$ cat src/rtl/tsa_pkg.sv
`timescale 1ns / 1ps
// Shared types, widths and helpers for the texture swizzle address unit.
// No dependencies.
package tsa_pkg;

    localparam int COORD_W  = 12;
    localparam int PIX_W    = 32;
    localparam int OFF_W    = 27;
    localparam int LOG2_W   = 4;
    localparam int BPP_W    = 3;
    localparam int SHIFT_W  = 6;
    localparam int CFG_IDX_W  = 2;
    localparam int CFG_DATA_W = 4;

    localparam logic [CFG_IDX_W-1:0] CFG_LOG2_WIDTH      = 2'd0;
    localparam logic [CFG_IDX_W-1:0] CFG_LOG2_HEIGHT     = 2'd1;
    localparam logic [CFG_IDX_W-1:0] CFG_BYTES_PER_PIXEL = 2'd2;

    localparam logic [LOG2_W-1:0] LOG2_WIDTH_RST      = 4'd8;
    localparam logic [LOG2_W-1:0] LOG2_HEIGHT_RST     = 4'd8;
    localparam logic [BPP_W-1:0]  BYTES_PER_PIXEL_RST = 3'd4;

    typedef struct packed {
        logic [LOG2_W-1:0] log2_width;
        logic [LOG2_W-1:0] log2_height;
        logic [BPP_W-1:0]  bytes_per_pixel;
    } cfg_t;

    // Place bit i of v at bit 2*i.
    function automatic logic [2*COORD_W-1:0] spread_bits(input logic [COORD_W-1:0] v);
        logic [2*COORD_W-1:0] r;
        r = '0;
        for (int b = 0; b < COORD_W; b++)
        begin
            r[2*b] = v[b];
        end
        return r;
    endfunction

endpackage

$ cat src/rtl/tsa_offset.sv
`timescale 1ns / 1ps
// Z-order byte offset from column, row and surface configuration.
// Depends on tsa_pkg.
module tsa_offset
    import tsa_pkg::*;
#(
    parameter int MAX_LOG2_DIM = 12
)
(
    input  cfg_t               cfg,
    input  logic [COORD_W-1:0] col,
    input  logic [COORD_W-1:0] row,
    output logic [OFF_W-1:0]   offset
);

    logic [SHIFT_W-1:0]       lw;
    logic [SHIFT_W-1:0]       lh;
    logic [SHIFT_W-1:0]       col_sh;
    logic [COORD_W-1:0]       row_lo;
    logic [COORD_W-1:0]       row_hi;
    logic [COORD_W-1:0]       col_lo;
    logic [COORD_W-1:0]       col_hi;
    logic [OFF_W-1:0]         sy;
    logic [OFF_W-1:0]         sx;
    logic [OFF_W-1:0]         idx;
    logic [OFF_W+BPP_W-1:0]   prod;

    always_comb
    begin
        lw = (SHIFT_W'(cfg.log2_width) > SHIFT_W'(MAX_LOG2_DIM)) ?
             SHIFT_W'(MAX_LOG2_DIM) : SHIFT_W'(cfg.log2_width);
        lh = (SHIFT_W'(cfg.log2_height) > SHIFT_W'(MAX_LOG2_DIM)) ?
             SHIFT_W'(MAX_LOG2_DIM) : SHIFT_W'(cfg.log2_height);
        col_sh = lh + SHIFT_W'(1);

        // wrap row at W, add W*W pixels per wrap
        row_lo = row & ~({COORD_W{1'b1}} << lw);
        row_hi = row >> lw;
        sy = OFF_W'({spread_bits(row_lo), 1'b0}) + (OFF_W'(row_hi) << (lw << 1));

        // wrap column at 2H, add 2*H*H pixels per wrap
        col_lo = col & ~({COORD_W{1'b1}} << col_sh);
        col_hi = col >> col_sh;
        sx = OFF_W'(spread_bits(col_lo)) + (OFF_W'(col_hi) << ((lh << 1) + SHIFT_W'(1)));

        idx  = sx + sy;
        prod = (OFF_W+BPP_W)'(idx) * (OFF_W+BPP_W)'(cfg.bytes_per_pixel);
        offset = prod[OFF_W-1:0];
    end

endmodule

$ cat config.mk
export PLATFORM = sky130hd
export DESIGN_NAME = tsa_offset
export DESIGN_NICKNAME = d
export VERILOG_FILES = /design/src/rtl/tsa_pkg.sv /design/src/rtl/tsa_offset.sv
export SDC_FILE = /design/constraint.sdc
export NUM_CORES = 1
export LEC_CHECK = 0
export ABC_AREA = 1
export BUFFER_PORTS_ARGS = -buffer_cell sky130_fd_sc_hd__buf_2
export CAP_MARGIN = 5
export CORE_ASPECT_RATIO = 0.5
export CORE_MARGIN = 3
export CORE_UTILIZATION = 50
export DETAILED_ROUTE_END_ITERATION = 7
export PLACE_DENSITY = 0.72
export SYNTH_ARGS = -nofsm -noshare
export SYNTH_HDL_FRONTEND = slang
export SYNTH_SLANG_ARGS = --single-unit
$ cat constraint.sdc
create_clock -name vclk -period 8.45
set_input_delay 0.4225 -clock vclk [all_inputs]
set_output_delay 0.4225 -clock vclk [all_outputs]
set_load 0.005 [all_outputs]
==> run_results.csv <==
group,metric,value,unit
route,drc,0,
timing,setup-tns-final,0,ns
timing,maxSlewHeadroom,44.2,%
timing,max_freq,0.132,GHz
route,vias,7205,
route,drt_iter0_drc,698,
setup_path,crit_required,8.03,ns
worst_hold_path,hold_path_startpoint,"cfg[0]",
timing,rsz0062_at_grt,"false",
grt,antenna_found_initial,0,
finish,final_common_cell,"nand2_1",
run,drv_cap,0,
outcome,outcome,"finished, final reports clean",
die,die_w,167,um
timing,fin_crit,7.58,ns
route,totalWireLength,19000,um
finish,fin_nets,1333,
timing,report.final.slew_viol_count,0,
clock_network,cts_setup_buffers,0,
synth,synthCells,1154,
synth,synth_cell_types,54,
clock_network,cts-resized-gates,0,
placed_design,placed_area,6870,um2
setup_path,cp-end-kind,"output pin",
finish,multi_input_comb_area,5580,um2
synth,yosysWarnings,0,
finish,syn_to_final_growth,5.76,%
synth,syn_area_per_cell,5.63,um2
setup_path,start_kind,"input pin",
setup_path,crit_path_max_fanout,23,
timing,setup_viol,0,
grt,grt_pass1_wl,32300,um
route,final_antenna_net_count,0,
die,row_count,28,
finish,layout_common_cells,"nand2_1, inv_1, nand3_1",
finish,design.seq.count,0,
power_and_ir_drop,vdd_drop_max,0.297,mV
setup_path,crit_arrival,7.16,ns
die,io_pins,62,
clock_network,ctsHoldBuffers,0,
setup_path,crit_slowest_cell,"fa_1",
finish,nClkBuffers,0,
grt,grt_usage,26.2,%
grt,grt_pass1_vias,6626,
route,viasPerCell,5.31,
synth,syn_area,6490,um2
route,dr.pass1.iters,5,
setup_path,critical-path-max-stage-delay,0.49,ns
die,start_util,53.1,%
finish,num-fill-cells,1330,
setup_path,crit_path_frequent_cell,"nand2_1",
setup_path,startpoint,"cfg[5]",
placed_design,port_buffers,62,
worst_hold_path,min-delay-path-class,"input pin to output pin",
finish,fin_area,6870,um2
grt,grt_max_degree,30,
route,wire_per_inst,14.0,um
power_and_ir_drop,leakage,4.07,nW
placed_design,gp_congestion,1.00,
timing,hold_viol_final,0,
timing,fin_crit_sh,89.7,%
finish,area.sequential,0,um2
power_and_ir_drop,power.density,198,nW/um2
die,fp.coreArea,12200,um2
die,fp.dieArea,14500,um2
placed_design,dpl.hpwl,16300,um
timing,worst_pin_slew,0.834,ns
synth,ys_seq_area_share,0,%
finish,diodes,0,
grt,grt_overflow,0,
setup_path,worstSetupPathType,"input pin to output pin",
die,die_height,86.6,um
finish,layout-drive-gt1-share,8.89,%
[per-layer routing]
layer,routed length [um],vias up,part of all wire (%),global-route usage [%]
met5,0,-,0,0
li1,-,3717,-,-
met1,10100,3201,53,41.7
met2,7460,273,39,40.8
met3,1210,14,6.4,0.729
met4,206,0,1.1,2.75
[path summary, 6_finish.rpt]
| check | depth (start not counted) | endpoint | slack [ns] |
|---|---|---|---|
| setup / recovery | 43 | offset[24] | 0.87 |
| hold / removal | 4 | offset[0] | 1.36 |
[cell type report]
class                      instances  area share (%)
inverter                         197            10.8
tap                              165            3.01
multi-input combinational        929            81.2
timing repair buffer              66            4.95
[metrics by stage]
| step | setup slack, ns | hold WS [ns] | cells | util, % | total power, mW |
|---|---|---|---|---|---|
| finish | 0.869 | 1.36 | 1357 | 56.2 | 1.36 |
| global route | 0.0138 | 1.42 | 1357 | 56.2 | 1.57 |
| CTS | 0.926 | 1.36 | 1357 | 56.2 | 1.36 |
| detailed placement | 0.951 | 1.36 | 1357 | 56.2 | 1.35 |
| global placement | 0.907 | 1.36 | 1357 | 56.2 | 1.35 |
| floorplan | 2.27 | 1.11 | 1160 | - | 0.959 |
[kinds of logic (layout without fill, tap and decap cells)]
group,after synthesis,count (layout),synth area share (%)
compound gates,174,174,15.5
xor+xnor,34,34,4.58
fa+ha+maj,104,104,25.6
buf+inv,231,263,14.4
mux,2,2,0.501
other cells,1,7,0.0577
simple gates,608,608,39.3
[worst max-delay path, delay by kind of cell]
family | cells | cell delay, ns
AO/OA/AOI/OAI | 3 | 0.49
AND/OR/NAND/NOR | 26 | 2.97
buffers and inverters | 7 | 0.86
XOR/XNOR | 2 | 0.41
adder cells (fa/ha/maj) | 5 | 2.01
[Yosys cell counts (14+ instances only)]
cell      number  share of area, %
o21ai_1       15               1.2
nand3_1       93               7.2
ha_1          56                11
fa_1          48                15
inv_1        192                11
xnor2_1       14               1.9
a21oi_1       52               4.0
nor2_1        79               4.6
nand2_1      386                22
clkbuf_1      14              0.81
xor2_1        20               2.7
o21ai_0       60               4.6
[power by group]
group | total [mW] | switching, mW | internal [mW]
registers | 0 | 0 | 0
clock network | 0 | 0 | 0
logic | 1.36 | 0.838 | 0.525
total | 1.36 | 0.838 | 0.525
No activity file was read; power rests on OpenSTA's default activity.
